### config.mk
export PLATFORM = sky130hd
export DESIGN_NAME = wildcard_byte_pattern_scanner
export DESIGN_NICKNAME = d
export VERILOG_FILES = /design/src/hdl/wbps_pkg.sv /design/src/hdl/wbps_matcher.sv /design/src/hdl/wildcard_byte_pattern_scanner.sv
export SDC_FILE = /design/constraint.sdc
export NUM_CORES = 1
export LEC_CHECK = 0
export BUFFER_PORTS_ARGS = -buffer_cell sky130_fd_sc_hd__buf_2
export CAP_MARGIN = 20
export CELL_PAD_IN_SITES_DETAIL_PLACEMENT = 2
export CELL_PAD_IN_SITES_GLOBAL_PLACEMENT = 2
export CORE_UTILIZATION = 45
export DETAILED_ROUTE_END_ITERATION = 10
export GPL_ROUTABILITY_DRIVEN = 0
export PLACE_DENSITY_LB_ADDON = 0.1
export RECOVER_POWER = 100
export SLEW_MARGIN = 20
export SYNTH_ARGS = -nofsm -noshare
export SYNTH_HDL_FRONTEND = slang
export SYNTH_SLANG_ARGS = --single-unit
### constraint.sdc
create_clock -name i_clk -period 14.17 [get_ports i_clk]
set_input_delay 0.7085 -clock i_clk [delete_from_list [all_inputs] [get_ports i_clk]]
set_output_delay 0.7085 -clock i_clk [all_outputs]
set_load 0.03 [all_outputs]
### src/hdl/wbps_pkg.sv
// ----------------------------------------------------------------------------
// wbps_pkg
// shared types and constants for the wildcard byte pattern scanner
// ----------------------------------------------------------------------------
package wbps_pkg;

    localparam int PATTERN_BYTES = 16;
    localparam int ADDR_W        = 48;
    localparam int COUNT_W       = 32;
    localparam int OFFSET_W      = 32;
    localparam int CFG_IDX_W     = 3;
    localparam int CFG_DATA_W    = 64;
    localparam int LENGTH_REG_W  = 5;

    typedef enum logic [CFG_IDX_W-1:0] {
        REG_PATTERN_LOW  = 3'd0,
        REG_PATTERN_HIGH = 3'd1,
        REG_COMPARE_MASK = 3'd2,
        REG_PATTERN_LEN  = 3'd3,
        REG_WANTED_MATCH = 3'd4,
        REG_BASE_ADDRESS = 3'd5,
        REG_ADDR_OFFSET  = 3'd6
    } t_cfg_reg;

    typedef struct packed {
        logic [8*PATTERN_BYTES-1:0] pattern;
        logic [PATTERN_BYTES-1:0]   mask;
    } t_match_cfg;

endpackage

### src/hdl/wbps_matcher.sv
// ----------------------------------------------------------------------------
// wbps_matcher
// masked compare of the byte history against the pattern, one byte per lane
// ----------------------------------------------------------------------------
module wbps_matcher #(
    parameter int MAX_PATTERN = 16
) (
    input  wbps_pkg::t_match_cfg                      i_cfg,
    input  logic [$clog2(MAX_PATTERN+1)-1:0]          i_len,
    input  logic [7:0]                                i_hist [MAX_PATTERN],
    output logic                                      o_hit
);
    import wbps_pkg::*;

    localparam int LEN_W = $clog2(MAX_PATTERN + 1);
    localparam int IDX_W = (MAX_PATTERN > 1) ? $clog2(MAX_PATTERN) : 1;

    always_comb begin
        logic [LEN_W-1:0] hist_idx;
        logic [7:0]       pat_byte;
        logic             cmp_bit;
        o_hit = 1'b1;
        for (int i = 0; i < MAX_PATTERN; i++) begin
            hist_idx = i_len - LEN_W'(1) - LEN_W'(i);
            pat_byte = i_cfg.pattern[8*(i % PATTERN_BYTES) +: 8];
            cmp_bit  = i_cfg.mask[i % PATTERN_BYTES] && (i < PATTERN_BYTES);
            if (LEN_W'(i) < i_len && cmp_bit) begin
                if (pat_byte != i_hist[IDX_W'(hist_idx)]) begin
                    o_hit = 1'b0;
                end
            end
        end
    end

endmodule

### src/hdl/wildcard_byte_pattern_scanner.sv
// ----------------------------------------------------------------------------
// wildcard_byte_pattern_scanner
// nth-match search for a masked byte pattern in a streamed memory image
// ----------------------------------------------------------------------------
// Bytes of an image arrive on the input channel (valid/ready), one per
// transfer, with i_final_byte marking the last one. The block gives at most
// one result per image on the output channel: a found result with the
// address base + start + offset (mod 2^48) when the wanted match ends, or a
// not-found result with address zero on the final byte if none was reported.
// Registers are written through the configuration channel, which is always
// ready; the user makes writes only while the scanner is idle; the block
// itself does not enforce this. Each byte is compared, counted and turned
// into a result while in the input register; the result is registered in the
// output register as the byte moves on. The window compare is combinational,
// so one byte per cycle is sustained unless a stalled receiver holds the
// scanner, which it does only once both input and output registers are full.
// Reset (synchronous, active low) restores the register defaults and clears
// the scan state; after the final byte the scan state clears for the next
// image.
// ----------------------------------------------------------------------------
module wildcard_byte_pattern_scanner #(
    parameter int MAX_PATTERN   = 16,
    parameter int POSITION_BITS = 32
) (
    input  logic                              i_clk,
    input  logic                              i_rst_n,
    input  logic                              i_in_valid,
    output logic                              o_in_ready,
    input  logic [7:0]                        i_data_byte,
    input  logic                              i_final_byte,
    output logic                              o_out_valid,
    input  logic                              i_out_ready,
    output logic                              o_found,
    output logic [wbps_pkg::ADDR_W-1:0]       o_match_address,
    input  logic                              i_cfg_valid,
    output logic                              o_cfg_ready,
    input  logic [wbps_pkg::CFG_IDX_W-1:0]    i_cfg_index,
    input  logic [wbps_pkg::CFG_DATA_W-1:0]   i_cfg_data
);
    import wbps_pkg::*;

    localparam int LEN_W = $clog2(MAX_PATTERN + 1);
    localparam int WIN_D = (MAX_PATTERN > 1) ? MAX_PATTERN - 1 : 1;

    // configuration registers
    logic [8*PATTERN_BYTES-1:0] r_pattern;
    logic [PATTERN_BYTES-1:0]   r_mask;
    logic [LENGTH_REG_W-1:0]    r_len;
    logic [COUNT_W-1:0]         r_wanted;
    logic [ADDR_W-1:0]          r_base;
    logic [OFFSET_W-1:0]        r_offset;

    // input register
    logic       r_in_valid;
    logic [7:0] r_in_byte;
    logic       r_in_final;

    // scan state
    logic [7:0]               r_window [WIN_D];
    logic [LEN_W-1:0]         r_fill;
    logic [POSITION_BITS-1:0] r_pos;
    logic [COUNT_W-1:0]       r_seen;
    logic                     r_reported;

    // output register
    logic              r_out_valid;
    logic              r_found;
    logic [ADDR_W-1:0] r_addr;

    logic                     advance;
    logic [LEN_W-1:0]         eff_len;
    logic [LEN_W-1:0]         n_fill;
    logic [7:0]               hist [MAX_PATTERN];
    logic                     hit;
    logic                     counted;
    logic                     take;
    logic                     emit;
    logic [POSITION_BITS-1:0] start_pos;
    logic [ADDR_W-1:0]        n_addr;
    t_match_cfg               match_cfg;

    assign o_cfg_ready = 1'b1;
    assign advance     = r_in_valid && (!r_out_valid || i_out_ready);
    assign o_in_ready  = !r_in_valid || advance;

    always_ff @(posedge i_clk) begin
        if (!i_rst_n) begin
            r_pattern <= '0;
            r_mask    <= '1;
            r_len     <= LENGTH_REG_W'(1);
            r_wanted  <= '0;
            r_base    <= '0;
            r_offset  <= '0;
        end else if (i_cfg_valid) begin
            unique case (t_cfg_reg'(i_cfg_index))
                REG_PATTERN_LOW:  r_pattern[63:0]   <= i_cfg_data;
                REG_PATTERN_HIGH: r_pattern[127:64] <= i_cfg_data;
                REG_COMPARE_MASK: r_mask   <= i_cfg_data[PATTERN_BYTES-1:0];
                REG_PATTERN_LEN:  r_len    <= i_cfg_data[LENGTH_REG_W-1:0];
                REG_WANTED_MATCH: r_wanted <= i_cfg_data[COUNT_W-1:0];
                REG_BASE_ADDRESS: r_base   <= i_cfg_data[ADDR_W-1:0];
                REG_ADDR_OFFSET:  r_offset <= i_cfg_data[OFFSET_W-1:0];
                default: ;
            endcase
        end
    end

    // lengths of zero and above the window size are clamped
    always_comb begin
        if (r_len == '0) begin
            eff_len = LEN_W'(1);
        end else if (32'(r_len) > MAX_PATTERN) begin
            eff_len = LEN_W'(MAX_PATTERN);
        end else begin
            eff_len = LEN_W'(r_len);
        end
    end

    assign n_fill = (32'(r_fill) < MAX_PATTERN) ? r_fill + LEN_W'(1) : r_fill;

    always_comb begin
        hist[0] = r_in_byte;
        for (int j = 1; j < MAX_PATTERN; j++) begin
            hist[j] = r_window[j-1];
        end
    end

    assign match_cfg.pattern = r_pattern;
    assign match_cfg.mask    = r_mask;

    wbps_matcher #(
        .MAX_PATTERN (MAX_PATTERN)
    ) u_matcher (
        .i_cfg  (match_cfg),
        .i_len  (eff_len),
        .i_hist (hist),
        .o_hit  (hit)
    );

    assign counted   = !r_reported && (n_fill >= eff_len) && hit;
    assign take      = counted && (r_seen == r_wanted || r_wanted == '0);
    assign emit      = take || (r_in_final && !r_reported);
    assign start_pos = r_pos - POSITION_BITS'(eff_len - LEN_W'(1));
    assign n_addr    = r_base + ADDR_W'(start_pos)
                     + {{(ADDR_W-OFFSET_W){r_offset[OFFSET_W-1]}}, r_offset};

    always_ff @(posedge i_clk) begin
        if (!i_rst_n) begin
            r_in_valid <= 1'b0;
        end else if (o_in_ready) begin
            r_in_valid <= i_in_valid;
        end
    end

    always_ff @(posedge i_clk) begin
        if (o_in_ready && i_in_valid) begin
            r_in_byte  <= i_data_byte;
            r_in_final <= i_final_byte;
        end
    end

    always_ff @(posedge i_clk) begin
        if (advance) begin
            r_window[0] <= r_in_byte;
            for (int k = 1; k < WIN_D; k++) begin
                r_window[k] <= r_window[k-1];
            end
        end
    end

    always_ff @(posedge i_clk) begin
        if (!i_rst_n) begin
            r_fill     <= '0;
            r_pos      <= '0;
            r_seen     <= '0;
            r_reported <= 1'b0;
        end else if (advance) begin
            if (r_in_final) begin
                r_fill     <= '0;
                r_pos      <= '0;
                r_seen     <= '0;
                r_reported <= 1'b0;
            end else begin
                r_fill <= n_fill;
                r_pos  <= r_pos + POSITION_BITS'(1);
                if (take) begin
                    r_reported <= 1'b1;
                end else if (counted && r_seen != '1) begin
                    r_seen <= r_seen + COUNT_W'(1);
                end
            end
        end
    end

    always_ff @(posedge i_clk) begin
        if (!i_rst_n) begin
            r_out_valid <= 1'b0;
        end else if (advance) begin
            r_out_valid <= emit;
        end else if (i_out_ready) begin
            r_out_valid <= 1'b0;
        end
    end

    always_ff @(posedge i_clk) begin
        if (advance && emit) begin
            r_found <= take;
            r_addr  <= take ? n_addr : '0;
        end
    end

    assign o_out_valid     = r_out_valid;
    assign o_found         = r_found;
    assign o_match_address = r_addr;

    a_notfound_zero: assert property (@(posedge i_clk) disable iff (!i_rst_n)
        o_out_valid && !o_found |-> o_match_address == '0)
        else $error("not-found result with nonzero address");

    a_single_report: assert property (@(posedge i_clk) disable iff (!i_rst_n)
        advance && r_reported |-> !take)
        else $error("second report within one image");

    a_ready_when_empty: assert property (@(posedge i_clk) disable iff (!i_rst_n)
        !r_out_valid |-> o_in_ready)
        else $error("input stalled with empty output register");

    a_fill_bound: assert property (@(posedge i_clk) disable iff (!i_rst_n)
        32'(r_fill) <= MAX_PATTERN)
        else $error("window fill count out of range");

endmodule
# Word-level counts from Yosys, hierarchy flattened
# Memory sizes are Yosys's and may differ from the RTL's.
# Cells that the tools add are included.
# W data, S select, Z words.
[totals]
reg_bits = 391
ram_bits = 120
input_bits = 81
out_inout_bits = 52
wordCells = 257
n_memories = 1
[classes]
addsub = 23
n_lt_le_gt_ge = 35
n_eq_ne = 25
muxes = 94
bitwise_logic = 16
reduce_logical = 46
[mem_list]
columns = ["memory", "words", "word_bits", "rd", "rd_ports_with_merged_regs", "wr", "line_no", "rtl"]
rows = [
  ["r_window", 15, 8, 15, 0, 15, "wildcard_byte_pattern_scanner.sv:59", "logic [7:0] r_window [WIN_D];"],
]
[ops]
columns = ["operator", "n"]
rows = [
  ["$bmux W8 S4", 16],
  ["$mux W8", 32],
  ["$mux W32", 4],
  ["$ne A8 B8 Y1", 16],
  ["$ge A5 B5 Y1 const B", 16],
  ["$not A4 Y5", 16],
  ["$add A32 B1 Y32 const B", 2],
  ["$add A48 B32 Y48", 1],
  ["$add A48 B48 Y48", 1],
  ["$lt A4 B5 Y1 const A", 8],
  ["$mux W1", 38],
  ["$eq A32 B32 Y1", 1],
  ["$logic_not A32 Y1", 1],
  ["$ne A32 B32 Y1 const B", 1],
  ["$sub A32 B32 Y32", 1],
  ["$sub A4 B4 Y4 const B", 8],
  ["$logic_and A1 B1 Y1", 24],
  ["$lt A3 B5 Y1 const A", 4],
  ["$mux W5", 4],
  ["$reduce_and A2 Y1", 8],
  ["$sub A4 B3 Y4 const B", 4],
  ["$lt A1 B5 Y1 const A", 2],
  ["$lt A2 B5 Y1 const A", 2],
  ["$eq A3 B3 Y1 const B", 3],
  ["other kinds (16)", 26],
]

# Logic depth before layout (Yosys ltp)
[depth]
word_depth = 46
ltp_mapped = 42
depth_no_buf = 33

# By module
# From an unflattened synthesis, not the netlist that was laid out.
[hier_totals]
hier_cells = 3475
area_unflattened_um2 = 32839.0
[modules_own_cells]
columns = ["module", "n_inst", "cells_per_inst", "area_each_um2"]
rows = [
  ["wildcard_byte_pattern_scanner", 1, 2495, 24146.9],
  ["wbps_matcher", 1, 980, 8692.1],
]

# Least setup slack after synthesis
# OpenSTA, ideal clock, no wires.
[synth_path]
path_type = "reg-to-reg"
startpoint = "register r_len[4]"
endpoint = "register r_addr[40], in the netlist o_match_address[40], data pin"
setup_ns = 0.254
arrival_time_ns = 8.870
setup_slack_ns = 5.046
stages_incl_launch_ff = 33
path_buffers = 4
path_cell_list = "dfxtp_1 > buf_2 > nand2b_1 > clkbuf_1 > clkbuf_1 > buf_1 > ha_1 > inv_1 > o211ai_1 > ha_1 > a21o_1 > a21o_1 > a2111oi_0 > nor3_1 > a21oi_1 > o211ai_1 > a2111oi_0 > o31ai_1 > a21oi_1 > xor2_1 > fa_1 > inv_1 > ha_1 > a21oi_1 > nand2b_1 > o2111a_1 > a221oi_1 > nor2_1 > o41a_1 > a21boi_0 > o21ai_0 > xnor2_1 > nor2_1"
[synth_via]
elab_chain_cells = 43
elab_cells_between_ends = 172
[synth_lines]
columns = ["item", "line_no", "rtl"]
rows = [
  ["from (decl)", "wildcard_byte_pattern_scanner.sv:48", "logic [LENGTH_REG_W-1:0] r_len;"],
  ["from (signal assigned)", "wildcard_byte_pattern_scanner.sv:99", "REG_PATTERN_LEN: r_len <= i_cfg_data[LENGTH_REG_W-1:0];"],
  ["$gt A5 B5 Y1", "wildcard_byte_pattern_scanner.sv:112", "end else if (32'(r_len) > MAX_PATTERN) begin"],
  ["$mux W5", "wildcard_byte_pattern_scanner.sv:112", ""],
  ["$mux W5 *", "wildcard_byte_pattern_scanner.sv:110", "if (r_len == '0) begin"],
  ["parallel branches: the longest is 40 deep, another holds $sub A4 B1 Y4", "n/a", ""],
  ["to (signal assigned)", "wildcard_byte_pattern_scanner.sv:208", "r_addr <= take ? n_addr : '0;"],
  ["to (decl)", "wildcard_byte_pattern_scanner.sv:68", "logic [ADDR_W-1:0] r_addr;"],
]
# Every way passes the cells marked *. The select of a mux whose other input is x is not followed.
# A chain may end at the register's enable or synchronous reset.

# Worst setup path after layout
[layout_path]
startpoint = "register r_len[4]"
endpoint = "register r_seen[13]"
[layout_via]
elab_chain_cells = 45
elab_cells_between_ends = 172
[layout_lines]
columns = ["item", "line_no", "rtl"]
rows = [
  ["$gt A5 B5 Y1", "wildcard_byte_pattern_scanner.sv:112", ""],
  ["$mux W5", "wildcard_byte_pattern_scanner.sv:112", ""],
  ["$mux W5 *", "wildcard_byte_pattern_scanner.sv:110", ""],
  ["parallel branches: the longest is 38 deep, another holds $sub A4 B1 Y4", "n/a", ""],
  ["$logic_and A1 B1 Y1 *", "wildcard_byte_pattern_scanner.sv:140", "assign counted = !r_reported && (n_fill >= eff_len) && hit;"],
  ["$logic_and A1 B1 Y1 (on tied branches)", "wildcard_byte_pattern_scanner.sv:141, wildcard_byte_pattern_scanner.sv:188", ""],
  ["$ne A2 B2 Y1 (no line) or $reduce_bool A2 Y1 (tied branches)", "n/a", ""],
  ["$reduce_and A3 Y1 (no line) *", "n/a", ""],
  ["to (signal assigned)", "wildcard_byte_pattern_scanner.sv:189", "r_seen <= r_seen + COUNT_W'(1);"],
  ["to (decl)", "wildcard_byte_pattern_scanner.sv:62", "logic [COUNT_W-1:0] r_seen;"],
]
# Marks and branches as above.

==> impl_results.md <==
* Outcome: finished with violations
* Violated checks: max-capacitance violations, max-slew violations
* Initial antenna violation count at 1
* Clk_skew at 0.0268 ns
* Worst r2r src: r_len[4]
* Max-slew headroom at -3.61
* Die H at 271 um
* Post-synthesis sequential area ratio at 0.368
* Clock latency on the worst-skew pair at 0.65 ns
* Slew Viols, Final at about 830
* RSZ-0062 raised after global routing: no
* Worst Max-Slew Pin Slew at 6.91 ns
* Critical Path Sink Type: flip-flop
* Data arrival time of the critical path at 12.36 ns
* Vias in the first global route at 29,000
* Largest family of logic cells by synthesized area: multiplexers
* Setup-failing EPs final at 0
* Hold Buf Count CTS at 0
* Leakage at around 0.013 uW
* DRT antenna net count at 0
* Number of synthesized flops with an enable pin at 178
* Worst Setup Path Type: reg2reg
* WL met1 at 48.9 mm
* Largest net degree at the start of global routing at 170
* FF-to-FF End: r_seen[13]
* Die area at 73,600 um2
* FMAX at 84.4 MHz
* Final TNS setup at 0 ns
* Top_reg_cell synth: dfxtp_1
* Clock tree buffer depth at 3
* DRT iter0 DRCs at 1,935
* Max IR drop VDD at slightly above 90 uV
* Post-DP HPWL at 90.6 mm
* Pre-CTS WS at 3.24 ns
* Starting Density at 0.456
* Syn nets at roughly 3,500
* Hold Path Origin: i_data_byte[6]
* Setup bufs post-CTS at 0
* Post-Layout Cell Count at roughly 4,300
* GR Overflow Total at 0
* Top routing layer in use: met5
* Slowest cell on the critical path: clkinvlp_2
* PortBufs at 131
* Rows at 98
* Flop2flop setup slack at 2.33 ns
* Mean routed wirelength per cell at 28.8 um
* Final Hold Fails at 0
* Final Cycle Share at 0.836
* Placed cells at 4,159
* Min Hold Slack at 0.238 ns
* Post-Synth Adder-Cell Area at 0.0636
* Register bit count reported by yosys at 511
* CTS tree: built
* Hold path cells at 1
* CTS H-tree lvls at 2
* Avg Synthesized Cell Area at between 10 and 15 um2
* Setup WS post-layout at ~2.3 ns
* CP cell instances: inv_1 -> o21a_4 -> buf_4 -> clkinvlp_2 -> ha_1 -> xnor2_4 -> inv_1 -> ha_1 -> inv_1 -> xnor2_1 -> mux4_2 -> xor2_1 -> nor4_1 -> a21oi_1 -> nor2_1 -> nand4_1 -> o21a_1 -> clkbuf_1 -> or4_1 -> a21oi_1
* Mapped Cells at 3,225
* Post-Synth Simple-Gate Area at 0.144
* Clock Sinks at 511
* Post-synthesis compound-gate area fraction at 0.123
* Hold/Removal Path Class: in2reg
* Crit Path Max Fanout at a little under 60
* Mapped cell area at 32,700 um2
* Core area at 71,600 um2
* First-pass GRT wire length at 186 mm
* Detailed Routing Iterations Pass 1 at 5
* Total CTS buffers at 59
* Share of cells above drive strength 1 at 0.135
* Gates resized, CTS repair at 0
* Startpoint types: flip-flop
* CP required at 14.68 ns
* Final worst path period need at 11.84 ns
* PwrDens at around 110 nW/um2
* Area grow syn2layout at 9.98%
* GRT Total Usage at 0.332
* Post-synth ARST share at 0
* Root Buffer: clkbuf_16
* Warning count from the yosys run at 0
* Final core utilization at 0.501
* XOR/XNOR Fraction of Synth Area at 0.0699
* Worst Reg-to-Reg Cells at 20
* Max-cap violations at 14
* Met3 wire length at 6.13 mm
* Final WL at between 100 and 150 mm
* Met2 WL post-DR at 60.7 mm
* I/O pins at 133
* Register clock-pin slew on the reported worst setup and hold paths at 0.06 ns
* CP bufs+invs at 6
* Routed via count at 26,500
* CP dominant cell by count: inv_1
* Multiplexer share of the synthesized area at 0.188
* Vias per cell at roughly 6.2
* Endpoint, Worst Hold: r_in_byte[6]
* Library cells used by synthesis at just under 80
* Cell family with most CP delay: buffers and inverters
* Layout Nets at around 3,500
* Post-route DRC at 0
* CP peak stage delay at 1.52 ns
* Die width at between 200 and 300 um
worst max-delay path by stage:
stage | startpoint | endpoint | slack [ns] | depth (start not counted)
6_report | r_len[4] | r_seen[13] | 2.33 | 20
5_1_grt | r_len[4] | o_match_address[42] | 1.30 | 31
4_1_cts | r_len[4] | o_match_address[42] | 3.28 | 32
3_5_place_dp | r_len[4] | o_match_address[42] | 3.24 | 34
3_3_place_gp | r_len[4] | o_match_address[40] | 3.74 | 34
2_1_floorplan | r_len[4] | o_match_address[40] | 5.05 | 32
cells by family after synthesis:
group / count (synthesis)
compound gates: 580
xor+xnor: 256
fa+ha+maj: 146
buf+inv: 349
flops: 511
mux: 340
other cells: 1
simple gates: 1042
cell usage in the layout (no fill, tap or decap), types with 78 or more instances in the layout:
cell	count
edfxtp_1	178
xnor2_1	178
inv_1	166
mux4_2	216
a21boi_0	245
buf_2	78
ha_1	110
nor2_1	109
dfxtp_1	333
nand2_1	624
mux2i_1	121
a21oi_1	111
registers in the layout, indices dropped and copies added (netlist names):
| signal | count |
|---|---|
| r_in_final | 1 |
| r_reported | 1 |
| r_wanted | 32 |
| o_out_valid | 1 |
| r_in_byte | 8 |
| o_found | 1 |
| r_mask | 16 |
| r_seen | 32 |
| r_len | 5 |
| r_in_valid | 1 |
| r_base | 48 |
| r_offset | 32 |
| r_pos | 32 |
| o_match_address | 48 |
| r_window | 120 |
| r_pattern | 128 |
| r_fill | 5 |
final cells by class:
| type | instances | area (um2) |
|---|---|---|
| fill | 7454 | 35700 |
| multi-input combinational | 2365 | 19300 |
| clock inverter | 17 | 199 |
| sequential | 511 | 12000 |
| tap | 950 | 1190 |
| antenna | 1 | 2.50 |
| timing repair buffer | 159 | 783 |
| clock buffer | 90 | 1800 |
| inverter | 174 | 656 |
report_power, final:
group	internal, uW	total, uW	switching (uW)
clock network	939	1600	661
registers	1560	1600	42.3
logic	333	836	503
total	2830	4040	1210
metal layers:
layer | GRT usage | up-vias
met5 | 0 | -
met4 | 0.169 | 2
met3 | 0.0396 | 273
met2 | 0.569 | 855
met1 | 0.412 | 13700
li1 | - | 11700
cells in the mapped netlist, types with 72 or more instances:
cell / count / area share
mux4_2: 216 / 0.15
edfxtp_1: 178 / 0.16
clkbuf_1: 122 / 0.014
dfxtp_1: 333 / 0.20
a21boi_0: 245 / 0.056
xnor2_1: 180 / 0.048
a21oi_1: 111 / 0.017
nand2_1: 626 / 0.072
mux2i_1: 121 / 0.037
inv_1: 165 / 0.019
nor2_1: 111 / 0.013
xor2_1: 72 / 0.019
ha_1: 110 / 0.042
through the flow:
stage | total power, uW | area [um2]
floorplan | 2170 | 32700
global placement | 2400 | 34000
detailed placement | 2450 | 34100
CTS | 4050 | 36000
global route | 4160 | 35900
finish | 4040 | 35900
Note: power is estimated with default switching activity, not from simulation.
